==> config.mk <==
export PLATFORM = sky130hd
export DESIGN_NAME = priority_ready_queue_scheduler
export DESIGN_NICKNAME = d
export VERILOG_FILES = /design/src/rtl/prq_pkg.sv /design/src/rtl/prq_level_cell.sv /design/src/rtl/priority_ready_queue_scheduler.sv
export SDC_FILE = /design/constraint.sdc
export NUM_CORES = 1
export LEC_CHECK = 0
export BUFFER_PORTS_ARGS = -buffer_cell sky130_fd_sc_hd__buf_2
export CELL_PAD_IN_SITES_DETAIL_PLACEMENT = 0
export CELL_PAD_IN_SITES_GLOBAL_PLACEMENT = 1
export CORE_MARGIN = 4
export CORE_UTILIZATION = 30
export CTS_BUF_LIST = sky130_fd_sc_hd__clkbuf_8 sky130_fd_sc_hd__clkbuf_16
export DETAILED_ROUTE_END_ITERATION = 10
export PLACE_DENSITY = 0.64
export SYNTH_ARGS = -nofsm -noshare
export SYNTH_HDL_FRONTEND = slang
export SYNTH_SLANG_ARGS = --single-unit
==> constraint.sdc <==
create_clock -name clock -period 20.5 [get_ports clock]
set_clock_uncertainty 0.1 [all_clocks]
set_input_delay 5.125 -clock clock [delete_from_list [all_inputs] [get_ports clock]]
set_output_delay 5.125 -clock clock [all_outputs]
set_load 0.1 [all_outputs]
==> src/rtl/prq_pkg.sv <==
// prq_pkg: shared types and constants for the priority ready queue scheduler
// no dependencies
`timescale 1ns / 1ps
package prq_pkg;
   localparam int LEVELS = 8;
   localparam int TASKS = 16;
   localparam int LVL_W = $clog2(LEVELS);
   localparam int TASK_W = $clog2(TASKS);

   typedef enum logic [2:0] {
      FUNC_ADD = 3'd0, FUNC_REMOVE = 3'd1, FUNC_TICK = 3'd2,
      FUNC_LOCK = 3'd3, FUNC_UNLOCK = 3'd4
   } func_type;

   localparam logic [1:0] STATUS_OK = 2'd0;
   localparam logic [1:0] STATUS_DUP_ADD = 2'd1;
   localparam logic [1:0] STATUS_NOT_QUEUED = 2'd2;

   localparam logic CSR_IDLE_TASK = 1'b0;
   localparam logic CSR_RUNNING = 1'b1;

   // per-level queue view offered by each level cell
   typedef struct packed {
      logic                nonempty;
      logic [TASK_W-1:0]   head;
      logic [TASK_W-1:0]   tail;
   } level_view_type;

   // update command broadcast to level cells
   typedef struct packed {
      logic                set_head;
      logic [TASK_W-1:0]   head;
      logic                set_tail;
      logic [TASK_W-1:0]   tail;
      logic                set_nonempty;
      logic                nonempty;
   } level_upd_type;

   // highest-priority candidate passed down the cell chain
   typedef struct packed {
      logic                found;
      logic [TASK_W-1:0]   task_num;
   } pick_type;
endpackage

==> src/rtl/prq_level_cell.sv <==
// prq_level_cell: one priority level, holds head, tail and non-empty flag
// depends on prq_pkg; cells are chained from the highest level down for selection
`timescale 1ns / 1ps
module prq_level_cell import prq_pkg::*; (
   input  logic           clock,
   input  logic           reset,
   input  logic           upd_en,
   input  level_upd_type  upd,
   input  pick_type       pick_in,
   output pick_type       pick_out,
   output level_view_type view
);
   logic              nonempty_ff, nonempty_in;
   logic [TASK_W-1:0] head_ff, head_in, tail_ff, tail_in;

   // next state of this level
   always_comb begin
      nonempty_in = nonempty_ff;
      head_in = head_ff;
      tail_in = tail_ff;
      if (upd_en) begin
         if (upd.set_head) head_in = upd.head;
         if (upd.set_tail) tail_in = upd.tail;
         if (upd.set_nonempty) nonempty_in = upd.nonempty;
      end
   end

   always_ff @(posedge clock) begin
      if (reset) begin
         nonempty_ff <= 1'b0;
      end else begin
         nonempty_ff <= nonempty_in;
      end
      head_ff <= head_in;
      tail_ff <= tail_in;
   end

   assign view = '{nonempty: nonempty_ff, head: head_ff, tail: tail_ff};

   // pass a higher level's pick through, else offer this head
   always_comb begin
      if (pick_in.found) begin
         pick_out = pick_in;
      end else begin
         pick_out.found = nonempty_ff;
         pick_out.task_num = head_ff;
      end
   end
endmodule

==> src/rtl/priority_ready_queue_scheduler.sv <==
// priority_ready_queue_scheduler: top level, task link table, command decode, result register
// depends on prq_pkg and prq_level_cell
`timescale 1ns / 1ps
// Usage:
//  req_* carries one command beat (add, remove, tick, lock, unlock) with
//  req_valid/req_stall. rsp_* returns one result beat per command: the head
//  of the highest non-empty level (or the idle task), yield flag, lock depth
//  and status. Each command is applied by the link table and the row of level
//  cells when it is accepted; the result is selected through the level cell
//  chain from the highest level down in the following cycle and held in the
//  output register. One command is in flight at a time and req_stall drops
//  only in the cycle after the rsp beat is taken, so each command passes
//  through update, select, then hand-off of the result register before the
//  next is accepted. A stalled rsp beat holds its payload; req_stall stays
//  high until it is taken. Reset empties all levels, clears lock depth and
//  the CSRs (idle task 0, scheduler stopped). csr_* is an APB-style
//  write/read port.
module priority_ready_queue_scheduler import prq_pkg::*; (
   input  logic              clock,
   input  logic              reset,
   input  logic              req_valid,
   output logic              req_stall,
   input  logic [2:0]        req_func,
   input  logic [3:0]        req_task_id,
   input  logic [2:0]        req_priority_req,
   input  logic [3:0]        req_current_task,
   output logic              rsp_valid,
   input  logic              rsp_stall,
   output logic [3:0]        rsp_next_task,
   output logic              rsp_next_is_idle,
   output logic              rsp_yield_request,
   output logic [7:0]        rsp_lock_depth,
   output logic [1:0]        rsp_status,
   input  logic              csr_psel,
   input  logic              csr_penable,
   input  logic              csr_pwrite,
   input  logic [2:0]        csr_paddr,
   input  logic [31:0]       csr_pwdata,
   output logic [31:0]       csr_prdata,
   output logic              csr_pready
);
   logic [3:0]        idle_task_ff;
   logic              running_ff;
   logic [7:0]        depth_ff, depth_in;
   logic              busy_ff, sel_ff, rvalid_ff;
   logic              yield_ff, yield_in;
   logic [1:0]        status_ff, status_in;
   logic [3:0]        nt_ff;
   logic              idle_ff;

   logic [TASK_W-1:0] nxt_ff [TASKS];
   logic [TASK_W-1:0] prv_ff [TASKS];
   logic [LVL_W-1:0]  lvl_ff [TASKS];
   logic [TASKS-1:0]  nval_ff, queued_ff;

   level_view_type    view [LEVELS];
   level_upd_type     upd [LEVELS];
   logic [LEVELS-1:0] upd_en;
   pick_type          chain [LEVELS+1];

   logic              accept, csr_wr;

   assign accept = req_valid && !req_stall;
   assign req_stall = busy_ff;
   assign csr_pready = 1'b1;
   assign csr_wr = csr_psel && csr_penable && csr_pwrite;

   // level cells, highest level first in the chain
   assign chain[0] = '{found: 1'b0, task_num: '0};
   for (genvar g = 0; g < LEVELS; g++) begin : g_lvl
      prq_level_cell u_cell (
         .clock(clock), .reset(reset),
         .upd_en(upd_en[g]), .upd(upd[g]),
         .pick_in(chain[LEVELS-1-g]), .pick_out(chain[LEVELS-g]),
         .view(view[g])
      );
   end

   // command decode: link table and level updates
   logic [TASK_W-1:0] t, cur, ph, pt;
   logic [LVL_W-1:0]  lv, cl;
   logic              do_add, do_rem, do_tick;
   logic [TASKS-1:0]  nval_n, queued_n;
   logic [TASK_W-1:0] nxt_n [TASKS];
   logic [TASK_W-1:0] prv_n [TASKS];
   logic [LVL_W-1:0]  lvl_n [TASKS];
   logic              hn;
   logic [TASK_W-1:0] nx, pv;

   always_comb begin
      t = req_task_id[TASK_W-1:0];
      cur = req_current_task[TASK_W-1:0];
      cl = lvl_ff[cur];
      status_in = STATUS_OK;
      yield_in = 1'b0;
      depth_in = depth_ff;
      do_add = 1'b0;
      do_rem = 1'b0;
      do_tick = 1'b0;
      nval_n = nval_ff;
      queued_n = queued_ff;
      nxt_n = nxt_ff;
      prv_n = prv_ff;
      lvl_n = lvl_ff;
      upd_en = '0;
      for (int i = 0; i < LEVELS; i++) upd[i] = '0;
      lv = req_priority_req[LVL_W-1:0];
      hn = 1'b0; nx = '0; pv = '0; ph = '0; pt = '0;
      case (func_type'(req_func))
         FUNC_ADD: begin
            if (queued_ff[t]) status_in = STATUS_DUP_ADD;
            else do_add = 1'b1;
         end
         FUNC_REMOVE: begin
            if (!queued_ff[t]) status_in = STATUS_NOT_QUEUED;
            else do_rem = 1'b1;
         end
         FUNC_TICK: begin
            if (running_ff && depth_ff == 8'd0 && req_current_task != idle_task_ff
                && queued_ff[cur] && view[cl].nonempty && nval_ff[view[cl].head]) begin
               do_tick = 1'b1;
               yield_in = 1'b1;
            end
         end
         FUNC_LOCK: if (depth_ff != 8'hFF) depth_in = depth_ff + 8'd1;
         FUNC_UNLOCK: if (depth_ff != 8'd0) depth_in = depth_ff - 8'd1;
         default: ;
      endcase
      if (do_rem || do_tick) begin
         if (do_tick) t = cur;
         lv = lvl_ff[t];
         nx = nxt_ff[t];
         hn = nval_ff[t];
         ph = view[lv].head;
         pt = view[lv].tail;
         upd_en[lv] = 1'b1;
         if (ph == t) begin
            if (hn) begin upd[lv].set_head = 1'b1; upd[lv].head = nx; ph = nx; end
            else begin upd[lv].set_nonempty = 1'b1; upd[lv].nonempty = 1'b0; end
         end else begin
            pv = prv_ff[t];
            nxt_n[pv] = nx;
            nval_n[pv] = hn;
            if (hn) prv_n[nx] = pv;
            else begin upd[lv].set_tail = 1'b1; upd[lv].tail = pv; pt = pv; end
         end
         nval_n[t] = 1'b0;
         queued_n[t] = 1'b0;
      end
      if (do_add || do_tick) begin
         // for tick the level is still non-empty after unlink (two or more tasks)
         lvl_n[t] = lv;
         nval_n[t] = 1'b0;
         upd_en[lv] = 1'b1;
         if (do_tick || view[lv].nonempty) begin
            if (!do_tick) pt = view[lv].tail;
            nxt_n[pt] = t;
            nval_n[pt] = 1'b1;
            prv_n[t] = pt;
         end else begin
            upd[lv].set_head = 1'b1; upd[lv].head = t;
            upd[lv].set_nonempty = 1'b1; upd[lv].nonempty = 1'b1;
         end
         upd[lv].set_tail = 1'b1;
         upd[lv].tail = t;
         queued_n[t] = 1'b1;
      end
      if (!accept) upd_en = '0;
   end

   // link table, control and result registers
   always_ff @(posedge clock) begin
      if (reset) begin
         idle_task_ff <= 4'd0;
         running_ff <= 1'b0;
         depth_ff <= 8'd0;
         busy_ff <= 1'b0;
         sel_ff <= 1'b0;
         rvalid_ff <= 1'b0;
         nval_ff <= '0;
         queued_ff <= '0;
      end else begin
         if (csr_wr && csr_paddr[2] == CSR_IDLE_TASK && csr_paddr[1:0] == 2'd0)
            idle_task_ff <= csr_pwdata[3:0];
         if (csr_wr && csr_paddr[2] == CSR_RUNNING && csr_paddr[1:0] == 2'd0)
            running_ff <= csr_pwdata[0];
         if (accept) begin
            depth_ff <= depth_in;
            nval_ff <= nval_n;
            queued_ff <= queued_n;
            busy_ff <= 1'b1;
         end else if (rvalid_ff && !rsp_stall) begin
            busy_ff <= 1'b0;
         end
         sel_ff <= accept;
         if (sel_ff) rvalid_ff <= 1'b1;
         else if (!rsp_stall) rvalid_ff <= 1'b0;
      end
      if (accept) begin
         nxt_ff <= nxt_n;
         prv_ff <= prv_n;
         lvl_ff <= lvl_n;
         yield_ff <= yield_in;
         status_ff <= status_in;
      end
      if (sel_ff) begin
         nt_ff <= chain[LEVELS].found ? 4'(chain[LEVELS].task_num) : idle_task_ff;
         idle_ff <= !chain[LEVELS].found;
      end
   end

   assign rsp_valid = rvalid_ff;
   assign rsp_next_task = nt_ff;
   assign rsp_next_is_idle = idle_ff;
   assign rsp_yield_request = yield_ff;
   assign rsp_lock_depth = depth_ff;
   assign rsp_status = status_ff;

   always_comb begin
      csr_prdata = '0;
      if (csr_paddr[1:0] == 2'd0) begin
         if (csr_paddr[2] == CSR_IDLE_TASK) csr_prdata[3:0] = idle_task_ff;
         else csr_prdata[0] = running_ff;
      end
   end

   // a result is only ever pending while a command is in flight
   a_valid_busy: assert property (@(posedge clock) disable iff (reset)
      rsp_valid |-> busy_ff) else $error("result without command");
   // no new command while a result waits
   a_no_accept: assert property (@(posedge clock) disable iff (reset)
      rsp_valid |-> !accept) else $error("accept during pending result");
   // a yield always leaves the rotated task queued
   a_yield: assert property (@(posedge clock) disable iff (reset)
      (accept && yield_in) |=> queued_ff[$past(cur)]) else $error("yield lost task");
endmodule
==> reports/qor.txt, run 1 <==
final period utilization - 0.732
initial antenna violation count - 1
yosys synthesis warning count - 0
Critical Path Max Stage Delay - 0.92 ns
Post-DP Area - 0.0214 sq mm
Core Box Area - 0.0673 sq mm
Cell Area, Synth - 0.0204 sq mm
GR Overflow Total - 0
Leak - 8.25 nW
fin nets - 2,198
final hold violations - 0
final total power - 1.69 mW
Die Wd - 269 um
Initial Utilization - 0.303
DP HPWL - 48,900 um
synth top area cells - edfxtp_1 37%, mux2i_1 12%, nand2_1 5.8%, dfxtp_1 5.5%, a21oi_1 3.5%
root buf cell - clkbuf_16
Buffers on Ports - 49
Fin Setup TNS - 0 ns
pwr dens - 74.8 mW/mm^2
Clock Latency Late Sink - 0.57 ns
Placed Cells - 2,968
status - finished, final reports clean
I/O pin cnt - 107
hold path depth - 2
FFs w/ async S/R, synth - 0
critical-path cell list - buf_2 > mux2_2 > a222oi_1 > nand2_2 > and2_1 > o211a_1 > nor4_4 > a211oi_1 > a311o_1 > a31oi_1 > a21oi_1 > a21oi_4 > mux2i_1 > o22ai_1 > or4_4 > nor2b_1 > a22oi_1 > and3_1 > or4b_4 > o21ai_2 > mux2i_1 > a21oi_4 > nand3_1 > o31ai_1
Worst R2R Path Depth - 23
Worst Path Required - 20.86 ns
Syn Inst Count - 2,151
Worst path slowest cell - a21oi_4
clk buf depth - 3
Tmin final - 15.00 ns
Tightest Hold Check Type - register to register
Slew @ Worst Pin - 1.10 ns
syn avg cell area - 9.47 sq um
Relative slew margins - 0.264
DRC - 0
routability cong. - 0.864
layout overhead on the synthesized area - 11.3%
Post CTS Setup Buffer Count - 0
top-area cell type share of the netlist area - 0.366
number of buffers created by CTS - 38
vias - 17,600
number of flops mapped to enable cells by yosys - 248
# resized after CTS - 0
first-pass GRT wire length - 108,000 um
clock slew at reported path FFs - 0.06 ns
max cap viols - 0
most common cell after layout, fill and taps aside - nand2_1
Starting DRT DRC Count - 1,667
largest net degree at the start of global routing - 70
Slew Limit Fails - 0
Die H - 269 um
fin cells - 3,039
total die area - 0.0721 sq mm
synth unique cells - 96
cell area after layout - 0.0227 sq mm
gr usage total - 0.195
Via density - 5.78
RSZ-0062 raised after global routing - false
Setup Crit Path Kind - primary input to register
FMAX - 66.6 MHz
setup violators final - 0
Sink Count - 304
post-route ant nets - 0
CTS tree - yes
commonest cells after routing, fill and taps aside - 316 x nand2_1, 253 x mux2i_1, 248 x edfxtp_1
H-tree Lvls - 2
crit path max fanout - 26
WL/cell - 23.9 um
critical path arrival - 15.37 ns
layout cells sized above 1 - 0.124
Worst setup SP type - primary input
CP Capture Type - register
hold_buf cts - 0
Synth area leader - edfxtp_1
peak supply drop - 0.0000557 V
synthesis-stage register bit count - 304
vias in the first global route - 17,000
Pre-antenna DRT Iters - 6
Core Rows - 95
Seq/Total Area, Yosys - 0.421
drt total wl - 72,600 um
Primary FF master, synth - edfxtp_1
worst max-delay path, delay by kind of cell:
kind	cells	cell delay, ns
AO/OA/AOI/OAI	12	5.18
AND/OR/NAND/NOR	8	3.59
multiplexers	3	0.91
buffers and inverters	1	0.48
through the flow:
| step | hold slack (ns) | worst slack, ns | util |
|---|---|---|---|
| 3_3_place_gp | 0.369 | 5.08 | 0.317 |
| 2_1_floorplan | 0.349 | 8.02 | - |
| 5_1_grt | 0.396 | 5.00 | 0.337 |
| 4_1_cts | 0.384 | 5.61 | 0.337 |
| 3_5_place_dp | 0.377 | 5.05 | 0.317 |
| 6_report | 0.385 | 5.50 | 0.337 |
sequential cells by signal, indices dropped and copies added, names as in the netlist, 4 cells and up:
register                  count
g_lvl.u_cell.tail_ff         32
nval_ff                      16
rsp_next_task                 4
g_lvl.u_cell.nonempty_ff      8
prv_ff                       64
idle_task_ff                  4
g_lvl.u_cell.head_ff         32
queued_ff                    16
rsp_lock_depth                8
nxt_ff                       64
lvl_ff                       48
cells in the mapped netlist, types with 15 or more instances:
| cell | instances |
|---|---|
| buf_1 | 17 |
| mux4_2 | 19 |
| nor3_1 | 45 |
| nor4_1 | 15 |
| a311oi_1 | 22 |
| and3_1 | 36 |
| clkbuf_1 | 104 |
| inv_1 | 64 |
| nor2_1 | 155 |
| nand2_1 | 317 |
| mux2_2 | 26 |
| dfxtp_1 | 56 |
| and2_1 | 15 |
| nand4_1 | 18 |
| nand3_1 | 102 |
| o22ai_1 | 64 |
| buf_4 | 33 |
| o31ai_1 | 16 |
| a211oi_1 | 27 |
| a31oi_1 | 21 |
| mux2i_1 | 254 |
| a21oi_1 | 144 |
| o21ai_0 | 83 |
| edfxtp_1 | 248 |
cells by family (layout without fill, tap and decap cells):
logic type	Yosys count	in the layout	share of synthesized area
compound gates	490	490	0.158
mux	308	308	0.166
other cells	2	30	0.000369
flops	304	304	0.421
fa+ha+maj	7	7	0.00467
buf+inv	240	227	0.0534
simple gates	788	788	0.192
xor+xnor	12	12	0.00516
worst paths after layout:
path	to	slack, ns	start
hold reg to reg	running_ff	0.39	running_ff
hold / removal	running_ff	0.39	running_ff
setup reg to reg	nval_ff[5]	10.29	lvl_ff[39]
setup / recovery	nval_ff[5]	5.50	req_current_task[0]
area by class of cell:
cell class                      instances  area (sq um)
Antenna cell                            1          2.50
Clock buffer                           44          1070
Clock inverter                         26           248
Fill cell                            6879         44600
Inverter                               66           253
Multi-Input combinational cell       1634         10900
Sequential cell                       304          8570
Tap cell                              873          1090
Timing Repair Buffer                   91           561
power breakdown:
group / total, mW / internal [mW] / leakage [nW] / switching [mW]
clock: 0.713 / 0.434 / 0.670 / 0.279
sequential: 0.701 / 0.690 / 2.92 / 0.0105
combinational: 0.282 / 0.0679 / 4.66 / 0.214
layer usage:
metal  vias to the layer above  part of all wire  wire length [um]  track usage
met1                      8665              0.44             32000        0.269
met4                         0             0.027              1980       0.0588
li1                       7996                 -                 -            -
met5                         -                 0                 0            0
met2                       780              0.46             33700        0.321
met3                       133             0.069              4990       0.0279
Power figures use the tool's default switching activity.
==> run 2, diff against run 1 <==
--- a/config.mk
+++ b/config.mk
@@ -5,6 +5,7 @@
 export SDC_FILE = /design/constraint.sdc
 export NUM_CORES = 1
 export LEC_CHECK = 0
+export ABC_AREA = 1
 export BUFFER_PORTS_ARGS = -buffer_cell sky130_fd_sc_hd__buf_2
 export CELL_PAD_IN_SITES_DETAIL_PLACEMENT = 0
 export CELL_PAD_IN_SITES_GLOBAL_PLACEMENT = 1
@@ -12,7 +13,7 @@
 export CORE_UTILIZATION = 30
 export CTS_BUF_LIST = sky130_fd_sc_hd__clkbuf_8 sky130_fd_sc_hd__clkbuf_16
 export DETAILED_ROUTE_END_ITERATION = 10
-export PLACE_DENSITY = 0.64
+export PLACE_DENSITY = 0.67
 export SYNTH_ARGS = -nofsm -noshare
 export SYNTH_HDL_FRONTEND = slang
 export SYNTH_SLANG_ARGS = --single-unit
==> constraint.sdc (replaced) <==
create_clock -name clock -period 14 [get_ports clock]
set_clock_uncertainty 0.1 [all_clocks]
set_input_delay 3.5 -clock clock [delete_from_list [all_inputs] [get_ports clock]]
set_output_delay 3.5 -clock clock [all_outputs]
set_load 0.1 [all_outputs]
==> run 2 against run 1 <==
Utilization increased by 0.30 points. Worst hold slack worse by 0.011 ns. Critical path depth is 9 higher. Count of clock-buffer cells in the layout stayed put. Flip-flop and latch count unchanged. Critical path type unchanged.
==> reports/qor.txt, run 2 <==
DP HPWL - 56,100 um (+15%)
status - finished, final reports clean
Core Rows - 95 (unchanged)
clock slew at reported path FFs - 0.05 ns (about the same)
max cap viols - 0 (unchanged)
Slew @ Worst Pin - 1.19 ns (+0.0848 ns)
fin nets - 2,842 (+29%)
RSZ-0062 raised after global routing - false
FFs w/ async S/R, synth - 0 (unchanged)
Primary FF master, synth - edfxtp_1
Slew Limit Fails - 0 (unchanged)
sequential power share - 0.411 (-0.002)
Sink Count - 304 (unchanged)
Switch Pwr - 0.815 mW (+62%)
Register Area - 0.00857 sq mm (unchanged)
Buffers on Ports - 49 (unchanged)
Cell Area, Synth - 0.0203 sq mm (-0.49%)
Starting DRT DRC Count - 2,084 (+25%)
CTS tree - yes
yosys synthesis warning count - 0 (unchanged)
root buf cell - clkbuf_16
Leak - 9.33 nW (+13%)
I/O pin cnt - 107 (unchanged)
R2R Setup Slk - 6.05 ns (-4.24 ns)
initial antenna violation count - 2 (+1)
Core Box Area - 0.0670 sq mm (-0.35%)
# resized after CTS - 0 (unchanged)
WP buf/inv - 5 (+4)
Tmin final - 11.69 ns
worst reg2reg endpoint - g_lvl[4].u_cell.head_ff[2]
Initial Utilization - 0.302 (-0.000419)
layout overhead on the synthesized area - 12.5%
most common cell after layout, fill and taps aside - nand2_1
post-route ant nets - 0 (unchanged)
WL/cell - 21.6 um (-9.7%)
Worst setup SP type - primary input
Hold WS - 0.374 ns (-0.0111 ns)
Setup Crit Path Kind - primary input to register
Int Power - 1.71 mW (+44%)
syn avg cell area - 7.45 sq um (-21%)
hold path depth - 2 (unchanged)
first-pass GRT wire length - 118,000 um (+9.2%)
Net Sw Frac - 0.322 (+0.0257)
largest net degree at the start of global routing - 72 (+2.9%)
Relative slew margins - 0.209 (-0.0549)
final total power - 2.53 mW (+49%)
Synth area leader - edfxtp_1
combinational share of power - 0.197 (+0.031)
Clk pwr share - 0.392 (-0.028)
DRC - 0 (unchanged)
drt total wl - 79,400 um (+9.4%)
total die area - 0.0718 sq mm (-0.48%)
Worst R2R Path Depth - 32 (+39%)
CP top delay family - simple AND/OR/NAND/NOR gates
gr usage total - 0.215 (+0.0194)
synth top area cells - edfxtp_1 37%, nand2_1 15%, o21ai_0 6.1%, nand3_1 6.0%, dfxtp_1 5.5%
area of the multi-input gates - 0.00984 sq mm (-9.6%)
top flop regs - nxt_ff (64), prv_ff (64), lvl_ff (48)
pwr dens - 111 mW/mm^2 (+48%)
Critical Path Max Stage Delay - 0.66 ns (-0.26 ns)
vias - 20,100 (+14%)
top-area cell type share of the netlist area - 0.367 (+0.00181)
Fin Setup TNS - 0 ns (unchanged)
final period utilization - 0.835
setup violators final - 0 (unchanged)
FMAX - 85.5 MHz
fillcell total - 7,198 (+4.6%)
Worst path slowest cell - nor2_4
hold_buf cts - 0 (unchanged)
Die Wd - 268 um (-0.24%)
peak supply drop - 0.0000682 V (+23%)
critical path arrival - 11.78 ns (-3.59 ns)
synth unique cells - 56 (-42%)
GR Overflow Total - 0 (unchanged)
Worst Hold Endpoint - queued_ff[2]
vias in the first global route - 18,700 (+9.6%)
final hold violations - 0 (unchanged)
Seq/Total Area, Yosys - 0.423 (+0.00208)
Worst Path Required - 14.08 ns (-6.78 ns)
top-count cell post-synth - nand2_1
Die H - 268 um (-0.24%)
number of flops mapped to enable cells by yosys - 248 (unchanged)
synthesis-stage register bit count - 304 (unchanged)
routability cong. - 0.894 (+3.4%)
crit path max fanout - 40 (+54%)
Clock Latency Late Sink - 0.57 ns (about the same)
Final Core Density - 0.340 (+0.00304)
CP Capture Type - register
Reg-to-Reg Start - lvl_ff[27]
number of buffers created by CTS - 39 (+2.6%)
Tightest Hold Check Type - register to register
Post-synth top cells - 812 x nand2_1, 259 x inv_1, 248 x edfxtp_1
Via density - 5.45 (-5.8%)
Syn Inst Count - 2,720 (+26%)
Post CTS Setup Buffer Count - 0 (unchanged)
clk buf depth - 3 (unchanged)
min-delay src - queued_ff[2]
H-tree Lvls - 2 (unchanged)
layout cells sized above 1 - 0.112 (-0.0127)
commonest cells after routing, fill and taps aside - 812 x nand2_1, 267 x inv_1, 248 x edfxtp_1
Pre-antenna DRT Iters - 5 (-1)
==> run 2: worst max-delay path by stage <==
stage,start,to,cells past startpoint,slack (ns)
after floorplan,csr_paddr[2],csr_prdata[0],3,4.52
after global placement,req_current_task[0],g_lvl[4].u_cell.head_ff[0],33,1.95
after detailed placement,req_current_task[0],g_lvl[4].u_cell.head_ff[3],33,1.85
after CTS,req_current_task[0],g_lvl[4].u_cell.head_ff[2],33,2.41
after global routing,req_current_task[0],g_lvl[4].u_cell.head_ff[2],33,1.65
final,req_current_task[0],g_lvl[4].u_cell.head_ff[2],33,2.31
==> run 2: metal layers <==
metal	part of all wire	global-route usage	routed length, um	vias to the layer above
met3	0.083	0.0342	6570	142
met4	0.028	0.0581	2210	0
met2	0.45	0.349	36100	911
met5	0	0	0	-
met1	0.43	0.299	34500	9589
li1	-	-	-	9412
==> run 2: power by group through the flow <==
stage	combinational, mW	clock, mW	sequential, mW
3_3_place_gp	0.487	0	1.06
3_5_place_dp	0.490	0	1.06
6_report	0.498	0.990	1.04
4_1_cts	0.492	1.01	1.04
5_1_grt	0.535	1.05	1.04
2_1_floorplan	0.325	0	1.07
==> run 2: final cells by class <==
| cell class | instances | area share |
|---|---|---|
| multi-input combinational | 2009 | 0.432 |
| sequential | 304 | 0.376 |
| tap | 873 | 0.0479 |
| inverter | 284 | 0.0469 |
| clock buffer | 44 | 0.0468 |
| timing repair buffer | 141 | 0.0438 |
| clock inverter | 24 | 0.00692 |
| antenna | 1 | 0.000110 |
==> run 2: worst reg2reg max path, delay by kind of cell (launching register included) <==
family                 cells  cell delay [ns]
DFF                        1             0.36
AOI/OAI and AO/OA          3             1.13
and+or+nand+nor           25             5.25
buffers and inverters      4             0.72
==> run 2: kinds of logic after synthesis <==
kind of cell	Yosys count	share of synthesized area
AOI/OAI and AO/OA	654	0.188
xor gates and xnor gates	4	0.00173
adders and majority gates	7	0.00469
buffers and inverters	434	0.0973
DFF	304	0.423
other	2	0.000370
and+or+nand+nor	1315	0.285
==> run 2: stage by stage <==
step	setup WS, ns	instances	area [sq um]
after floorplan	4.52	2747	20400
after global placement	1.95	3611	21600
after detailed placement	1.85	3611	21600
after CTS	2.41	3679	22800
after global routing	1.65	3679	22800
final	2.31	3680	22800
==> run 3, diff against run 2 <==
--- a/config.mk
+++ b/config.mk
@@ -13,7 +13,7 @@
 export CORE_UTILIZATION = 30
 export CTS_BUF_LIST = sky130_fd_sc_hd__clkbuf_8 sky130_fd_sc_hd__clkbuf_16
 export DETAILED_ROUTE_END_ITERATION = 10
-export PLACE_DENSITY = 0.67
+export PLACE_DENSITY = 0.69
 export SYNTH_ARGS = -nofsm -noshare
 export SYNTH_HDL_FRONTEND = slang
 export SYNTH_SLANG_ARGS = --single-unit
==> constraint.sdc (replaced) <==
create_clock -name clock -period 10.4 [get_ports clock]
set_clock_uncertainty 0.1 [all_clocks]
set_input_delay 2.6 -clock clock [delete_from_list [all_inputs] [get_ports clock]]
set_output_delay 2.6 -clock clock [all_outputs]
set_load 0.1 [all_outputs]
==> run 3 against run 2 <==
Design area down 0.50%. Combinational power up 32%. Non-clock buffer count down 24. Die area unchanged. Worst hold slack better by 0.0020 ns. Sequential power up 35%. Global-route usage down 0.48 points. First-iteration DRC count up 5.7%. Via count down 1.5%. Wire length down 2.5%.
==> reports/qor.txt, run 3 (synthesis gave the netlist of run 2 again) <==
Worst R2R Path Depth - 34 (+6.3%)
Critical Path Max Stage Delay - 0.56 ns (-0.10 ns)
final period utilization - 0.936
Initial Utilization - 0.302 (unchanged)
Clock Latency Late Sink - 0.56 ns (about the same)
clk buf depth - 3 (unchanged)
crit path max fanout - 25 (-38%)
fillcell total - 7,064 (-1.9%)
Tmin final - 9.74 ns
Leak - 9.28 nW (-0.56%)
setup violators final - 0 (unchanged)
Fin Setup TNS - 0 ns (unchanged)
Slew Limit Fails - 0 (unchanged)
critical path arrival - 9.94 ns (-1.84 ns)
vias - 19,800 (-1.5%)
# resized after CTS - 0 (unchanged)
largest net degree at the start of global routing - 165 (+130%)
Buffers on Ports - 49 (unchanged)
H-tree Lvls - 2 (unchanged)
Relative slew margins - 0.157 (-0.0524)
peak supply drop - 0.0000851 V (+25%)
Post CTS Setup Buffer Count - 0 (unchanged)
Tightest Hold Check Type - register to register
DRC - 0 (unchanged)
fin nets - 2,818 (-0.84%)
final hold violations - 0 (unchanged)
post-route setup slack - 0.661 ns (-1.65 ns)
layout overhead on the synthesized area - 11.9%
vias in the first global route - 18,800 (+0.70%)
Placed Cells - 3,587 (-0.66%)
first-pass GRT wire length - 116,000 um (-1.5%)
CP Capture Type - register
post-route ant nets - 0 (unchanged)
Sink Count - 304 (unchanged)
fin cells - 3,660 (-0.54%)
FMAX - 103 MHz
Starting DRT DRC Count - 2,203 (+5.7%)
Slew @ Worst Pin - 1.26 ns (+0.0773 ns)
Worst setup startpoint - req_current_task[0]
number of buffers created by CTS - 39 (unchanged)
Reg-to-Reg Start - lvl_ff[24]
hold_buf cts - 0 (unchanged)
I/O pin cnt - 107 (unchanged)
drt total wl - 77,400 um (-2.5%)
commonest cells after routing, fill and taps aside - 812 x nand2_1, 268 x inv_1, 248 x edfxtp_1
status - finished, final reports clean
RSZ-0062 raised after global routing - false
Core Box Area - 0.0670 sq mm (unchanged)
Via density - 5.40 (-0.92%)
GR Overflow Total - 0 (unchanged)
WL/cell - 21.2 um (-2.0%)
Worst setup SP type - primary input
layout cells sized above 1 - 0.104 (-0.00742)
DP HPWL - 55,900 um (-0.45%)
max cap viols - 0 (unchanged)
root buf cell - clkbuf_16
Setup Crit Path Kind - primary input to register
worst reg2reg endpoint - nxt_ff[29]
hold path depth - 2 (unchanged)
R2R Setup Slk - 2.72 ns (-3.33 ns)
CTS tree - yes
Worst Hold Endpoint - queued_ff[2]
Place WS - 0.225 ns (-1.62 ns)
min-delay src - queued_ff[2]
Die H - 268 um (unchanged)
Worst path slowest cell - nand2_2
pwr dens - 154 mW/mm^2 (+39%)
Final Core Density - 0.338 (-0.00172)
routability cong. - 0.947 (+5.9%)
top flop regs - nxt_ff (64), prv_ff (64), lvl_ff (48)
total die area - 0.0718 sq mm (unchanged)
Worst Path Required - 10.60 ns (-3.48 ns)
initial antenna violation count - 1 (-1)
most common cell after layout, fill and taps aside - nand2_1
Die Wd - 268 um (unchanged)
cell mode on critical path - nand2_1
gr usage total - 0.210 (-0.00477)
clock slew at reported path FFs - 0.06 ns (about the same)
Core Rows - 95 (unchanged)
Pre-antenna DRT Iters - 7 (+2)
final total power - 3.48 mW (+38%)
## run 3: changes by cell type in the layout (fill, tap and decap cells not counted), sizes merged
cell	before	now
inv	291	292
buf	141	117
bufinv	2	6
diode	1	2
clkinv	13	11
## run 3: cell type report
type	instances	area [sq um]	area share
Antenna cell	2	5.00	0.000221
Clock buffer	44	1070	0.0471
Clock inverter	27	270	0.0119
Inverter	284	1070	0.0471
Multi-Input combinational cell	2009	9840	0.434
Sequential cell	304	8570	0.378
Tap cell	873	1090	0.0482
Timing Repair Buffer	117	768	0.0339
## run 3: worst max path at each step
stage | to | slack [ns]
6_report | nxt_ff[29] | 0.66
5_1_grt | nxt_ff[60] | 0.25
4_1_cts | nxt_ff[3] | 0.81
3_5_place_dp | nxt_ff[3] | 0.23
3_3_place_gp | nxt_ff[1] | 0.15
2_1_floorplan | g_lvl[1].u_cell.head_ff[0] | 2.35
## run 3: worst max-delay path, delay by kind of cell
| family | cells | cell delay, ns |
|---|---|---|
| AO/OA/AOI/OAI | 5 | 1.00 |
| AND/OR/NAND/NOR | 23 | 4.33 |
| buffers and inverters | 8 | 1.93 |
## run 3: metrics by stage
| step | hold slack [ns] | instance area [sq um] |
|---|---|---|
| 2_1_floorplan | 0.350 | 20400 |
| 4_1_cts | 0.375 | 22700 |
| 6_report | 0.376 | 22700 |
| 3_5_place_dp | 0.365 | 21300 |
| 3_3_place_gp | 0.357 | 21300 |
| 5_1_grt | 0.389 | 22700 |
## run 3: metal layers
metal,track usage,routed length [um],vias up
li1,-,-,9345
met1,0.288,33600,9362
met2,0.340,35100,908
met3,0.0370,6540,147
met4,0.0639,2260,0
met5,0,0,-
## run 3: where the power goes
part / internal [mW] / leakage [nW] / total (mW) / switching, mW
sequential: 1.37 / 2.76 / 1.40 / 0.0305
combinational: 0.156 / 5.84 / 0.658 / 0.501
clock: 0.879 / 0.683 / 1.43 / 0.547
total: 2.41 / 9.28 / 3.48 / 1.08
